===== src/rtl/rc4_pkg.sv =====
`default_nettype none
// ----------------------------------------------------------------------------
// rc4_pkg
// Shared constants, command codes and controller/datapath structs for the
// RC4 stream cipher engine.
// ----------------------------------------------------------------------------
package rc4_pkg;

	localparam int MAX_KEY_LEN = 32;
	localparam int TABLE_DEPTH = 256;
	localparam int BYTE_W      = 8;
	localparam int KEY_AW      = (MAX_KEY_LEN > 1) ? $clog2(MAX_KEY_LEN) : 1;
	localparam int KCNT_W      = $clog2(MAX_KEY_LEN + 1);

	localparam logic ACT_KEY  = 1'b0;
	localparam logic ACT_DATA = 1'b1;

	typedef logic [3:0] op_t;

	localparam op_t OP_NONE    = 4'd0;
	localparam op_t OP_KEY     = 4'd1;
	localparam op_t OP_INIT    = 4'd2;
	localparam op_t OP_SCH_RD  = 4'd3;
	localparam op_t OP_SCH_J   = 4'd4;
	localparam op_t OP_SCH_W1  = 4'd5;
	localparam op_t OP_SCH_W2  = 4'd6;
	localparam op_t OP_SCH_END = 4'd7;
	localparam op_t OP_GEN_RD  = 4'd8;
	localparam op_t OP_GEN_J   = 4'd9;
	localparam op_t OP_GEN_W1  = 4'd10;
	localparam op_t OP_GEN_W2  = 4'd11;
	localparam op_t OP_GEN_OUT = 4'd12;

	typedef struct packed {
		op_t op;
	} ctrl_cmd_t;

	typedef struct packed {
		logic n_last;
	} dp_status_t;

endpackage : rc4_pkg
`default_nettype wire


===== src/rtl/rc4_in_if.sv =====
`default_nettype none
// ----------------------------------------------------------------------------
// rc4_in_if
// Input channel: one key byte or data byte per item, valid/ready handshake.
// ----------------------------------------------------------------------------
interface rc4_in_if;
	logic       valid;
	logic       ready;
	logic       action;
	logic [7:0] data_byte;
	logic       key_last;

	modport source (output valid, output action, output data_byte, output key_last,
		input ready);
	modport sink (input valid, input action, input data_byte, input key_last,
		output ready);
endinterface : rc4_in_if
`default_nettype wire


===== src/rtl/rc4_out_if.sv =====
`default_nettype none
// ----------------------------------------------------------------------------
// rc4_out_if
// Output channel: one ciphered byte and its keystream byte per item.
// ----------------------------------------------------------------------------
interface rc4_out_if;
	logic       valid;
	logic       ready;
	logic [7:0] out_byte;
	logic [7:0] stream_byte;

	modport source (output valid, output out_byte, output stream_byte, input ready);
	modport sink (input valid, input out_byte, input stream_byte, output ready);
endinterface : rc4_out_if
`default_nettype wire


===== src/rtl/rc4_stream_cipher.sv =====
`default_nettype none
// ----------------------------------------------------------------------------
// rc4_stream_cipher
// RC4 stream cipher engine: key bytes in, keyed data bytes out.
// ----------------------------------------------------------------------------
// Usage:
//   in_ch takes one item per handshake: action 0 carries a key byte, action 1
//   a data byte. key_last on a key byte closes the key and starts the key
//   schedule; key bytes past 32 are dropped, and a key byte after data
//   starts a new key. Key bytes give no result.
//   out_ch gives one item per data byte: the data byte XOR the keystream
//   byte, and the keystream byte itself.
//   Sequencing: a key byte needs no step after its handshake. The last key
//   byte starts an identity fill of the table, then 256 schedule steps,
//   each two reads and two writes, set by the single write port of the table
//   RAM. A data byte is read, swapped and output before in_ch.ready rises for
//   the next; three dependent reads and two writes of the one table RAM set this.
//   Reset: the table is filled with the identity with in_ch.ready low;
//   indices and key length clear at once.
//   A stalled receiver holds the result in the output register; key items
//   are still accepted meanwhile, and one data item, which then waits in its
//   last step with in_ch.ready low until the register frees.
// ----------------------------------------------------------------------------
module rc4_stream_cipher
	import rc4_pkg::*;
(
	input  wire logic  clk,
	input  wire logic  arst_n,
	rc4_in_if.sink     in_ch,
	rc4_out_if.source  out_ch
);

	ctrl_cmd_t  cmd;
	dp_status_t status;

	rc4_ctrl u_ctrl (
		.clk         (clk),
		.arst_n      (arst_n),
		.in_valid    (in_ch.valid),
		.in_action   (in_ch.action),
		.in_key_last (in_ch.key_last),
		.in_ready    (in_ch.ready),
		.out_valid   (out_ch.valid),
		.out_ready   (out_ch.ready),
		.cmd         (cmd),
		.status      (status)
	);

	rc4_dp u_dp (
		.clk         (clk),
		.arst_n      (arst_n),
		.cmd         (cmd),
		.status      (status),
		.data_byte   (in_ch.data_byte),
		.key_last    (in_ch.key_last),
		.out_byte    (out_ch.out_byte),
		.stream_byte (out_ch.stream_byte)
	);

endmodule : rc4_stream_cipher
`default_nettype wire


===== src/rtl/rc4_ram.sv =====
`default_nettype none
// ----------------------------------------------------------------------------
// rc4_ram
// Generic single-write, single-read RAM with registered read data. A read
// of the address being written returns the old contents.
// ----------------------------------------------------------------------------
module rc4_ram #(
	parameter int WIDTH = 8,
	parameter int DEPTH = 256
) (
	input  wire logic                                  clk,
	input  wire logic                                  we,
	input  wire logic [((DEPTH > 1) ? $clog2(DEPTH) : 1)-1:0] waddr,
	input  wire logic [WIDTH-1:0]                      wdata,
	input  wire logic                                  re,
	input  wire logic [((DEPTH > 1) ? $clog2(DEPTH) : 1)-1:0] raddr,
	output logic      [WIDTH-1:0]                      rdata
);

	logic [WIDTH-1:0] mem_q [DEPTH];

	always_ff @(posedge clk) begin
		if (we) begin
			mem_q[waddr] <= wdata;
		end
		if (re) begin
			rdata <= mem_q[raddr];
		end
	end

endmodule : rc4_ram
`default_nettype wire


===== src/rtl/rc4_ctrl.sv =====
`default_nettype none
// ----------------------------------------------------------------------------
// rc4_ctrl
// Sequencer for the RC4 engine: table fill, key schedule steps, keystream
// steps and the output handshake.
// ----------------------------------------------------------------------------
module rc4_ctrl
	import rc4_pkg::*;
(
	input  wire logic       clk,
	input  wire logic       arst_n,
	input  wire logic       in_valid,
	input  wire logic       in_action,
	input  wire logic       in_key_last,
	output logic            in_ready,
	output logic            out_valid,
	input  wire logic       out_ready,
	output ctrl_cmd_t       cmd,
	input  wire dp_status_t status
);

	localparam logic [3:0] ST_INIT    = 4'd0;
	localparam logic [3:0] ST_IDLE    = 4'd1;
	localparam logic [3:0] ST_SCH_RD  = 4'd2;
	localparam logic [3:0] ST_SCH_J   = 4'd3;
	localparam logic [3:0] ST_SCH_W1  = 4'd4;
	localparam logic [3:0] ST_SCH_W2  = 4'd5;
	localparam logic [3:0] ST_SCH_END = 4'd6;
	localparam logic [3:0] ST_GEN_J   = 4'd7;
	localparam logic [3:0] ST_GEN_W1  = 4'd8;
	localparam logic [3:0] ST_GEN_W2  = 4'd9;
	localparam logic [3:0] ST_GEN_OUT = 4'd10;

	logic [3:0] state_q;
	logic [3:0] state_d;
	logic       sched_pend_q;
	logic       out_valid_q;
	logic       out_free;

	assign in_ready  = (state_q == ST_IDLE);
	assign out_valid = out_valid_q;
	assign out_free  = !out_valid_q || out_ready;

	always_comb begin
		state_d = state_q;
		cmd.op  = OP_NONE;
		unique case (state_q)
			ST_INIT: begin
				cmd.op = OP_INIT;
				if (status.n_last) begin
					state_d = sched_pend_q ? ST_SCH_RD : ST_IDLE;
				end
			end
			ST_IDLE: begin
				if (in_valid) begin
					if (in_action == ACT_DATA) begin
						cmd.op  = OP_GEN_RD;
						state_d = ST_GEN_J;
					end else begin
						cmd.op = OP_KEY;
						// last key byte: refill identity, then run the schedule
						if (in_key_last) begin
							state_d = ST_INIT;
						end
					end
				end
			end
			ST_SCH_RD: begin
				cmd.op  = OP_SCH_RD;
				state_d = ST_SCH_J;
			end
			ST_SCH_J: begin
				cmd.op  = OP_SCH_J;
				state_d = ST_SCH_W1;
			end
			ST_SCH_W1: begin
				cmd.op  = OP_SCH_W1;
				state_d = ST_SCH_W2;
			end
			ST_SCH_W2: begin
				cmd.op  = OP_SCH_W2;
				state_d = status.n_last ? ST_SCH_END : ST_SCH_RD;
			end
			ST_SCH_END: begin
				cmd.op  = OP_SCH_END;
				state_d = ST_IDLE;
			end
			ST_GEN_J: begin
				cmd.op  = OP_GEN_J;
				state_d = ST_GEN_W1;
			end
			ST_GEN_W1: begin
				cmd.op  = OP_GEN_W1;
				state_d = ST_GEN_W2;
			end
			ST_GEN_W2: begin
				cmd.op  = OP_GEN_W2;
				state_d = ST_GEN_OUT;
			end
			ST_GEN_OUT: begin
				// hold until the output register is free
				if (out_free) begin
					cmd.op  = OP_GEN_OUT;
					state_d = ST_IDLE;
				end
			end
			default: begin
				state_d = ST_IDLE;
			end
		endcase
	end

	always_ff @(posedge clk or negedge arst_n) begin
		if (!arst_n) begin
			state_q      <= ST_INIT;
			sched_pend_q <= 1'b0;
			out_valid_q  <= 1'b0;
		end else begin
			state_q <= state_d;
			if (cmd.op == OP_KEY && in_key_last) begin
				sched_pend_q <= 1'b1;
			end else if (cmd.op == OP_SCH_END) begin
				sched_pend_q <= 1'b0;
			end
			if (cmd.op == OP_GEN_OUT) begin
				out_valid_q <= 1'b1;
			end else if (out_ready) begin
				out_valid_q <= 1'b0;
			end
		end
	end

endmodule : rc4_ctrl
`default_nettype wire


===== src/rtl/rc4_dp.sv =====
`default_nettype none
// ----------------------------------------------------------------------------
// rc4_dp
// Datapath for the RC4 engine: permutation table and key store memories,
// indices, key length tracking and the output payload register.
// ----------------------------------------------------------------------------
module rc4_dp
	import rc4_pkg::*;
(
	input  wire logic              clk,
	input  wire logic              arst_n,
	input  wire ctrl_cmd_t         cmd,
	output dp_status_t             status,
	input  wire logic [BYTE_W-1:0] data_byte,
	input  wire logic              key_last,
	output logic      [BYTE_W-1:0] out_byte,
	output logic      [BYTE_W-1:0] stream_byte
);

	// control state
	logic [BYTE_W-1:0] n_q;
	logic [BYTE_W-1:0] i_q;
	logic [BYTE_W-1:0] j_q;
	logic [KEY_AW-1:0] kidx_q;
	logic [KCNT_W-1:0] key_count_q;
	logic              data_seen_q;

	// payload
	logic [BYTE_W-1:0] si_q;
	logic [BYTE_W-1:0] sj_q;
	logic [BYTE_W-1:0] t_q;
	logic [BYTE_W-1:0] byte_q;
	logic [BYTE_W-1:0] out_byte_q;
	logic [BYTE_W-1:0] stream_byte_q;

	logic [BYTE_W-1:0] s_rd;
	logic [BYTE_W-1:0] k_rd;
	logic              s_we;
	logic [BYTE_W-1:0] s_waddr;
	logic [BYTE_W-1:0] s_wdata;
	logic              s_re;
	logic [BYTE_W-1:0] s_raddr;
	logic              k_we;
	logic              k_re;

	logic [BYTE_W-1:0] j_sched;
	logic [BYTE_W-1:0] j_gen;
	logic [BYTE_W-1:0] i_next;
	logic [BYTE_W-1:0] t_sum;
	logic [BYTE_W-1:0] ks;
	logic [KCNT_W-1:0] eff_cnt;
	logic              key_room;
	logic              kidx_wrap;

	assign j_sched   = j_q + s_rd + k_rd;
	assign j_gen     = j_q + s_rd;
	assign i_next    = i_q + BYTE_W'(1);
	assign t_sum     = si_q + sj_q;
	// the read of S[t] races the write of S[j]: forward the written value
	assign ks        = (t_q == j_q) ? si_q : s_rd;
	assign eff_cnt   = data_seen_q ? '0 : key_count_q;
	assign key_room  = eff_cnt < KCNT_W'(MAX_KEY_LEN);
	assign kidx_wrap = (KCNT_W'(kidx_q) + KCNT_W'(1)) == key_count_q;

	assign status.n_last = (n_q == BYTE_W'(TABLE_DEPTH - 1));
	assign out_byte      = out_byte_q;
	assign stream_byte   = stream_byte_q;

	assign k_we = (cmd.op == OP_KEY) && key_room;
	assign k_re = (cmd.op == OP_SCH_RD);

	always_comb begin
		s_we    = 1'b0;
		s_waddr = n_q;
		s_wdata = n_q;
		s_re    = 1'b0;
		s_raddr = n_q;
		unique case (cmd.op)
			OP_INIT: begin
				s_we = 1'b1;
			end
			OP_SCH_RD: begin
				s_re = 1'b1;
			end
			OP_SCH_J: begin
				s_re    = 1'b1;
				s_raddr = j_sched;
			end
			OP_SCH_W1: begin
				s_we    = 1'b1;
				s_wdata = s_rd;
			end
			OP_SCH_W2: begin
				s_we    = 1'b1;
				s_waddr = j_q;
				s_wdata = si_q;
			end
			OP_GEN_RD: begin
				s_re    = 1'b1;
				s_raddr = i_next;
			end
			OP_GEN_J: begin
				s_re    = 1'b1;
				s_raddr = j_gen;
			end
			OP_GEN_W1: begin
				s_we    = 1'b1;
				s_waddr = i_q;
				s_wdata = s_rd;
			end
			OP_GEN_W2: begin
				s_we    = 1'b1;
				s_waddr = j_q;
				s_wdata = si_q;
				s_re    = 1'b1;
				s_raddr = t_sum;
			end
			default: begin
			end
		endcase
	end

	rc4_ram #(
		.WIDTH (BYTE_W),
		.DEPTH (TABLE_DEPTH)
	) u_perm_ram (
		.clk   (clk),
		.we    (s_we),
		.waddr (s_waddr),
		.wdata (s_wdata),
		.re    (s_re),
		.raddr (s_raddr),
		.rdata (s_rd)
	);

	rc4_ram #(
		.WIDTH (BYTE_W),
		.DEPTH (MAX_KEY_LEN)
	) u_key_ram (
		.clk   (clk),
		.we    (k_we),
		.waddr (eff_cnt[KEY_AW-1:0]),
		.wdata (data_byte),
		.re    (k_re),
		.raddr (kidx_q),
		.rdata (k_rd)
	);

	always_ff @(posedge clk or negedge arst_n) begin
		if (!arst_n) begin
			n_q         <= '0;
			i_q         <= '0;
			j_q         <= '0;
			kidx_q      <= '0;
			key_count_q <= '0;
			data_seen_q <= 1'b0;
		end else begin
			case (cmd.op)
				OP_INIT, OP_SCH_W2: begin
					n_q <= n_q + BYTE_W'(1);
				end
				OP_KEY: begin
					key_count_q <= key_room ? eff_cnt + KCNT_W'(1) : eff_cnt;
					data_seen_q <= 1'b0;
					if (key_last) begin
						j_q    <= '0;
						kidx_q <= '0;
					end
				end
				OP_SCH_J: begin
					j_q    <= j_sched;
					kidx_q <= kidx_wrap ? '0 : kidx_q + KEY_AW'(1);
				end
				OP_SCH_END: begin
					i_q         <= '0;
					j_q         <= '0;
					key_count_q <= '0;
				end
				OP_GEN_RD: begin
					i_q         <= i_next;
					data_seen_q <= 1'b1;
				end
				OP_GEN_J: begin
					j_q <= j_gen;
				end
				default: begin
				end
			endcase
		end
	end

	always_ff @(posedge clk) begin
		case (cmd.op)
			OP_SCH_J, OP_GEN_J: begin
				si_q <= s_rd;
			end
			OP_GEN_RD: begin
				byte_q <= data_byte;
			end
			OP_GEN_W1: begin
				sj_q <= s_rd;
			end
			OP_GEN_W2: begin
				t_q <= t_sum;
			end
			OP_GEN_OUT: begin
				out_byte_q    <= byte_q ^ ks;
				stream_byte_q <= ks;
			end
			default: begin
			end
		endcase
	end

endmodule : rc4_dp
`default_nettype wire

===== src/flat_wrapper.sv =====
// flat-port wrapper written by rule: the top's interface ports become plain ports
module rc4_stream_cipher_flat import rc4_pkg::*;
  (clk, arst_n, in_ch_valid, in_ch_action, in_ch_data_byte, in_ch_key_last, in_ch_ready, out_ch_valid, out_ch_out_byte, out_ch_stream_byte, out_ch_ready);
  rc4_in_if in_ch_i ();
  rc4_out_if out_ch_i ();
  input  wire logic clk;
  input  wire logic arst_n;
  input wire logic [$bits(in_ch_i.valid)-1:0] in_ch_valid;
  input wire logic [$bits(in_ch_i.action)-1:0] in_ch_action;
  input wire logic [$bits(in_ch_i.data_byte)-1:0] in_ch_data_byte;
  input wire logic [$bits(in_ch_i.key_last)-1:0] in_ch_key_last;
  output wire logic [$bits(in_ch_i.ready)-1:0] in_ch_ready;
  output wire logic [$bits(out_ch_i.valid)-1:0] out_ch_valid;
  output wire logic [$bits(out_ch_i.out_byte)-1:0] out_ch_out_byte;
  output wire logic [$bits(out_ch_i.stream_byte)-1:0] out_ch_stream_byte;
  input wire logic [$bits(out_ch_i.ready)-1:0] out_ch_ready;
  assign in_ch_i.valid = in_ch_valid;
  assign in_ch_i.action = in_ch_action;
  assign in_ch_i.data_byte = in_ch_data_byte;
  assign in_ch_i.key_last = in_ch_key_last;
  assign in_ch_ready = in_ch_i.ready;
  assign out_ch_valid = out_ch_i.valid;
  assign out_ch_out_byte = out_ch_i.out_byte;
  assign out_ch_stream_byte = out_ch_i.stream_byte;
  assign out_ch_i.ready = out_ch_ready;
  rc4_stream_cipher u_core (.clk(clk), .arst_n(arst_n), .in_ch(in_ch_i), .out_ch(out_ch_i));
endmodule

===== config.mk =====
export PLATFORM = sky130hd
export DESIGN_NAME = rc4_stream_cipher_flat
export DESIGN_NICKNAME = d
export VERILOG_FILES = /design/src/rtl/rc4_pkg.sv /design/src/rtl/rc4_in_if.sv /design/src/rtl/rc4_out_if.sv /design/src/rtl/rc4_stream_cipher.sv /design/src/rtl/rc4_ram.sv /design/src/rtl/rc4_ctrl.sv /design/src/rtl/rc4_dp.sv /design/src/flat_wrapper.sv
export SDC_FILE = /design/constraint.sdc
export NUM_CORES = 2
export LEC_CHECK = 0
export BUFFER_PORTS_ARGS = -buffer_cell sky130_fd_sc_hd__buf_2
export CAP_MARGIN = 20
export CORE_UTILIZATION = 33
export CTS_BUF_LIST = sky130_fd_sc_hd__clkbuf_2
export DETAILED_ROUTE_END_ITERATION = 10
export MAX_ROUTING_LAYER = met4
export PLACE_DENSITY = 0.47
export SLEW_MARGIN = 10
export SYNTH_ARGS = -nofsm -noshare
export SYNTH_HDL_FRONTEND = slang
export SYNTH_HIERARCHICAL = 1
export SYNTH_SLANG_ARGS = --single-unit

===== constraint.sdc =====
create_clock -name clk -period 9.8 [get_ports clk]
set_input_delay 0 -clock clk [delete_from_list [all_inputs] [get_ports clk]]
set_output_delay 0 -clock clk [all_outputs]
set_load 0.005 [all_outputs]

==> impl_summary.md <==
Worst setup path
Broken down by cell family, the worst path's largest delay share belongs to simple AND/OR/NAND/NOR gates. The startpoint type of the worst setup path is a register. For the worst setup path, the data required time is 11.19 ns. In this run the worst path has a maximum fanout of 24. The count of buffering cells on the critical path with inverters included is 5. The worst setup path is of the register to register kind. STA classifies the critical path endpoint as a register.

The highest cell delay on the worst timing path is 0.94 ns. The highest-delay cell along the critical path is sky130_fd_sc_hd__nor4_1. The critical path goes through nand2b_2 > o31ai_1 > a21oi_1 > inv_1 > nor2b_1 > nand2_1 > inv_1 > a22oi_1 > a31oi_4 > clkinv_1 > buf_4 > nor2_4 > buf_4 > a22oi_1 > a21oi_1 > nor3_1 > nor4_1. The data arrival time of the critical path is 8.92 ns.

GRT
The number of global-route vias before repair is 51750. The first global-routing pass estimated 374900 um of wire. The sum of overflow across all layers after global routing is 0. The initial antenna violation count is 13. Global routing consumed, over all layers together, 18.22% of the routing resources.

The pin count of the biggest net entering global routing is 182.

CTS
The clock tree synthesis step divided the H-tree into 6 levels. The clock transition time at the flip-flop clock pins of the worst setup and hold paths is 0.10 ns. The clock root buffer is sky130_fd_sc_hd__clkbuf_2.

Clock tree synthesis found a total of 2410 sinks. The setup fix buffers added after clock tree synthesis is 0. The maximum buffer depth of the clock tree is 4. At the later pin of the worst-skew pair, clock insertion delay measures 1.80 ns. The TritonCTS clock tree is yes.

Buffers inserted during clock tree synthesis total 636.

Yosys
Sequential cells were found to cover 75.60% of the synthesized design area. The synthesized netlist devotes 3.357% of its cell area to simple gates. The Yosys step of the flow raised 6 warnings.

After synthesis, the cell types taking the most area are sky130_fd_sc_hd__edfxtp_1 (74%), sky130_fd_sc_hd__mux4_2 (13%), sky130_fd_sc_hd__mux2i_1 (1.4%), sky130_fd_sc_hd__nor2_1 (1.4%), sky130_fd_sc_hd__dfrtp_1 (1.1%). The average instance in the mapped netlist occupies 20.26 um^2. The xor-xnor portion of the synthesized cell area is 0.4955%. The number of register bits inferred by synthesis is 2410. The area share of the largest cell type after synthesis is 74.50%. The cell area that synthesis handed to floorplanning was 95450 um^2. By instance count, the leading cell after synthesis is sky130_fd_sc_hd__edfxtp_1. The synthesized netlist cell count is 4711.

In the synthesized netlist the dominant register cell turns out to be sky130_fd_sc_hd__edfxtp_1. The mux cell area share after synthesis is 14.30%. The main combinational cell family by area after synthesis is multiplexers. Of all flip-flops after synthesis, the portion carrying an async set or reset was 1.743%. Counting flops with a built-in enable in the synthesized netlist gives 2368. The number of unique standard cell types used by synthesis is 87. The post-synthesis share of cell area spent on full adders, half adders and majority gates is 0.3906%.

The largest area contributor in the synthesized netlist is sky130_fd_sc_hd__edfxtp_1. By count the netlist is led by sky130_fd_sc_hd__edfxtp_1 (2368), sky130_fd_sc_hd__mux4_2 (534), sky130_fd_sc_hd__nor2_1 (357), sky130_fd_sc_hd__a22oi_1 (137), sky130_fd_sc_hd__mux2i_1 (137). Summing the areas of all compound-gate instances in the mapped netlist gives 3.955% of the synthesized area.

The net count of the mapped netlist is 4753.

Power
The worst-case vdd ir drop is 364.8 uV. Power spread over the standard cell area amounts to 292.4 nW/um^2. The clock network is responsible for 22.5% of the overall power. The part of the power in registers is 43.0%. The switching share of power is 37.27%. In this run the power spent charging and discharging nets is 0.01162 W. The internal portion of the total power is 0.01956 W. The static leakage power is 34.20 nW. The part of the total power dissipated in combinational logic is 34.5%.

Floorplanning
The die is 539.8 um tall. The total core area is 287900 um^2. 32 I/O pins were placed. The number of rows in the core area is 197. The effective utilization at floorplan is 33.16%. The die outline width is 539.8 um. The die covers 291400 um^2.

STA
The worst-case clock skew is 0.1965 ns. The max-slew violation count is 0. The post-route clock period utilization is 76.87%.

The total of endpoints with negative setup slack in the final report is 0. Setup total negative slack on the finished layout was measured at 0 ns. The measured slew at the worst slew-check pin is 1.167 ns. Setup repair after global routing left no endpoint under its margin. On the final layout, the worst hold slack is 0.5517 ns. The upper clock frequency limit is 132.8 MHz. Counting I/O delays and the setup requirement, the final critical path takes 7.533 ns.

The number of endpoints with negative hold slack in the final report is 0. In this run the tightest slew margin relative to its limit is 22.17%.

Routing
The detail route stage leaves a number of antenna-violating nets equal to 0. Using the TritonRoute via totals, the vias-per-cell ratio works out to 5.199. The routed wire length is 260600 um. After the first detailed-routing iteration, the DRC count stood at 4759. Before antenna repair, the detailed router went through 6 iterations.

The total number of vias is 49600. In the final routed layout, each cell accounts on average for 27.32 um. The number of design rule violations left after detail routing is 0.

Finish
The non-filler instance count after layout is 9541. The register ranked first by flip-flop count is u_core/u_dp/u_perm_ram/mem_q. The ratio of cells with drive above 1 in the final layout is 30.81%. The final net count is 5341.

The area growth from synthesis to layout is 11.72%. In the final layout, the registers with the most flip-flops are u_core/u_dp/u_perm_ram/mem_q (2048), u_core/u_dp/u_key_ram/mem_q (256). The filler cells instantiated in the layout total 26900.

The number of flip-flops in the largest register is 2048.

Flow run
The number of max-cap violations is 0.

Placed design
Port buffering added 31 buffers. The wire-length estimate of the detail-placed layout is 155400 um. The post-placement cell count is 8367. At the end of routability-driven placement, the weighted congestion stood at 0.8289.

Min path
In this run the worst hold path is classified as input port to asynchronous set/reset pin.

Run status
The flow ran to the end, and the final reports show no timing, DRC or antenna violations.
==> cell type report <==
cell class / count / area, um^2 / share of cell area [%]
flip-flops and latches: 2410 / 72160 / 67.67
multi-input cells: 1996 / 21690 / 20.34
well taps: 3781 / 4731 / 4.436
clock buffers: 913 / 4569 / 4.285
repair buffers: 222 / 2136 / 2.003
clock inverters: 174 / 1136 / 1.065
inverters: 33 / 183.9 / 0.1725
diodes: 12 / 30.03 / 0.02816
==> layout by cell type (no fill, tap or decap), drive strengths merged, types with 19 or more instances in the layout <==
cell type	synthesis	layout
o221ai	49	49
a21oi	127	127
o21ai	49	49
xor2	34	34
a211oi	21	21
buf	150	166
ha	25	25
clkinv	1	133
mux2i	137	137
inv	32	53
dlygate4sd3	0	55
edfxtp	2368	2368
nor2	357	357
nand3	52	52
nand2b	19	19
nor4	29	29
nand2	82	82
a22oi	137	137
clkbuf	122	914
nor2b	44	44
xnor2	20	20
o22ai	29	29
nor3	32	32
mux4	536	536
dfrtp	42	42
==> routing by layer <==
layer | wire (um) | share of wire (%) | up-vias | GRT usage [%]
li1 | - | - | 21140 | -
met1 | 115500 | 44 | 26430 | 24.55
met2 | 124000 | 48 | 1631 | 28.05
met3 | 15380 | 5.9 | 407 | 3.604
met4 | 5684 | 2.2 | 0 | 5.117
met5 | 0 | 0 | - | -
==> worst register-to-register path, delay by kind of cell, from the launching register on <==
family	cells	cell delay (ns)
buffers and inverters	5	1.67
DFF	1	0.61
and+or+nand+nor	6	2.73
AOI/OAI and AO/OA	6	2.20
==> what timing repair did <==
action                                 4_1_cts  5_1_grt
gates resized for setup                      0        0
hold buffers                                64        0
endpoints found under the hold margin      617        0
==> power groups by stage <==
stage / combinational [W] / sequential [W] / clock (W)
detailed placement: 0.0109 / 0.0137 / 0
finish: 0.0108 / 0.0134 / 0.00701
CTS: 0.0109 / 0.0134 / 0.00731
floorplan: 0.00669 / 0.0138 / 0
global route: 0.0114 / 0.0134 / 0.00782
global placement: 0.0108 / 0.0137 / 0
==> cells by family after synthesis <==
kind of cell               Yosys count
DFF                               2410
xor gates and xnor gates            54
buffers and inverters              305
AOI/OAI and AO/OA                  535
adders and majority gates           28
muxes                              691
and+or+nand+nor                    688
==> final timing paths <==
path                                          start                         endpoint  slack, ns  cells after the start
min reg2reg                      u_core/u_dp/i_q[7]               u_core/u_dp/i_q[7]       0.55                      1
min                                          arst_n               u_core/u_dp/i_q[3]       0.55                      6
min in group clk                 u_core/u_dp/i_q[7]               u_core/u_dp/i_q[7]       0.55                      1
max                        u_core/u_ctrl/state_q[0]  u_core/u_dp/u_perm_ram/rdata[3]       2.27                     17
max in group asynchronous                    arst_n         u_core/u_ctrl/state_q[2]       8.92                      6
max reg2reg                u_core/u_ctrl/state_q[0]  u_core/u_dp/u_perm_ram/rdata[3]       2.27                     17
==> per-stage QoR <==
step	power, W	cell area, um^2	util (%)	setup slack [ns]
floorplan	0.02053	95450	-	3.811
global placement	0.02444	99860	34.69	2.233
detailed placement	0.02454	99970	34.72	2.218
CTS	0.03167	106400	36.96	2.224
global route	0.03269	106600	37.04	2.021
finish	0.03118	106600	37.04	2.267
No activity file was read; power rests on OpenSTA's default activity.
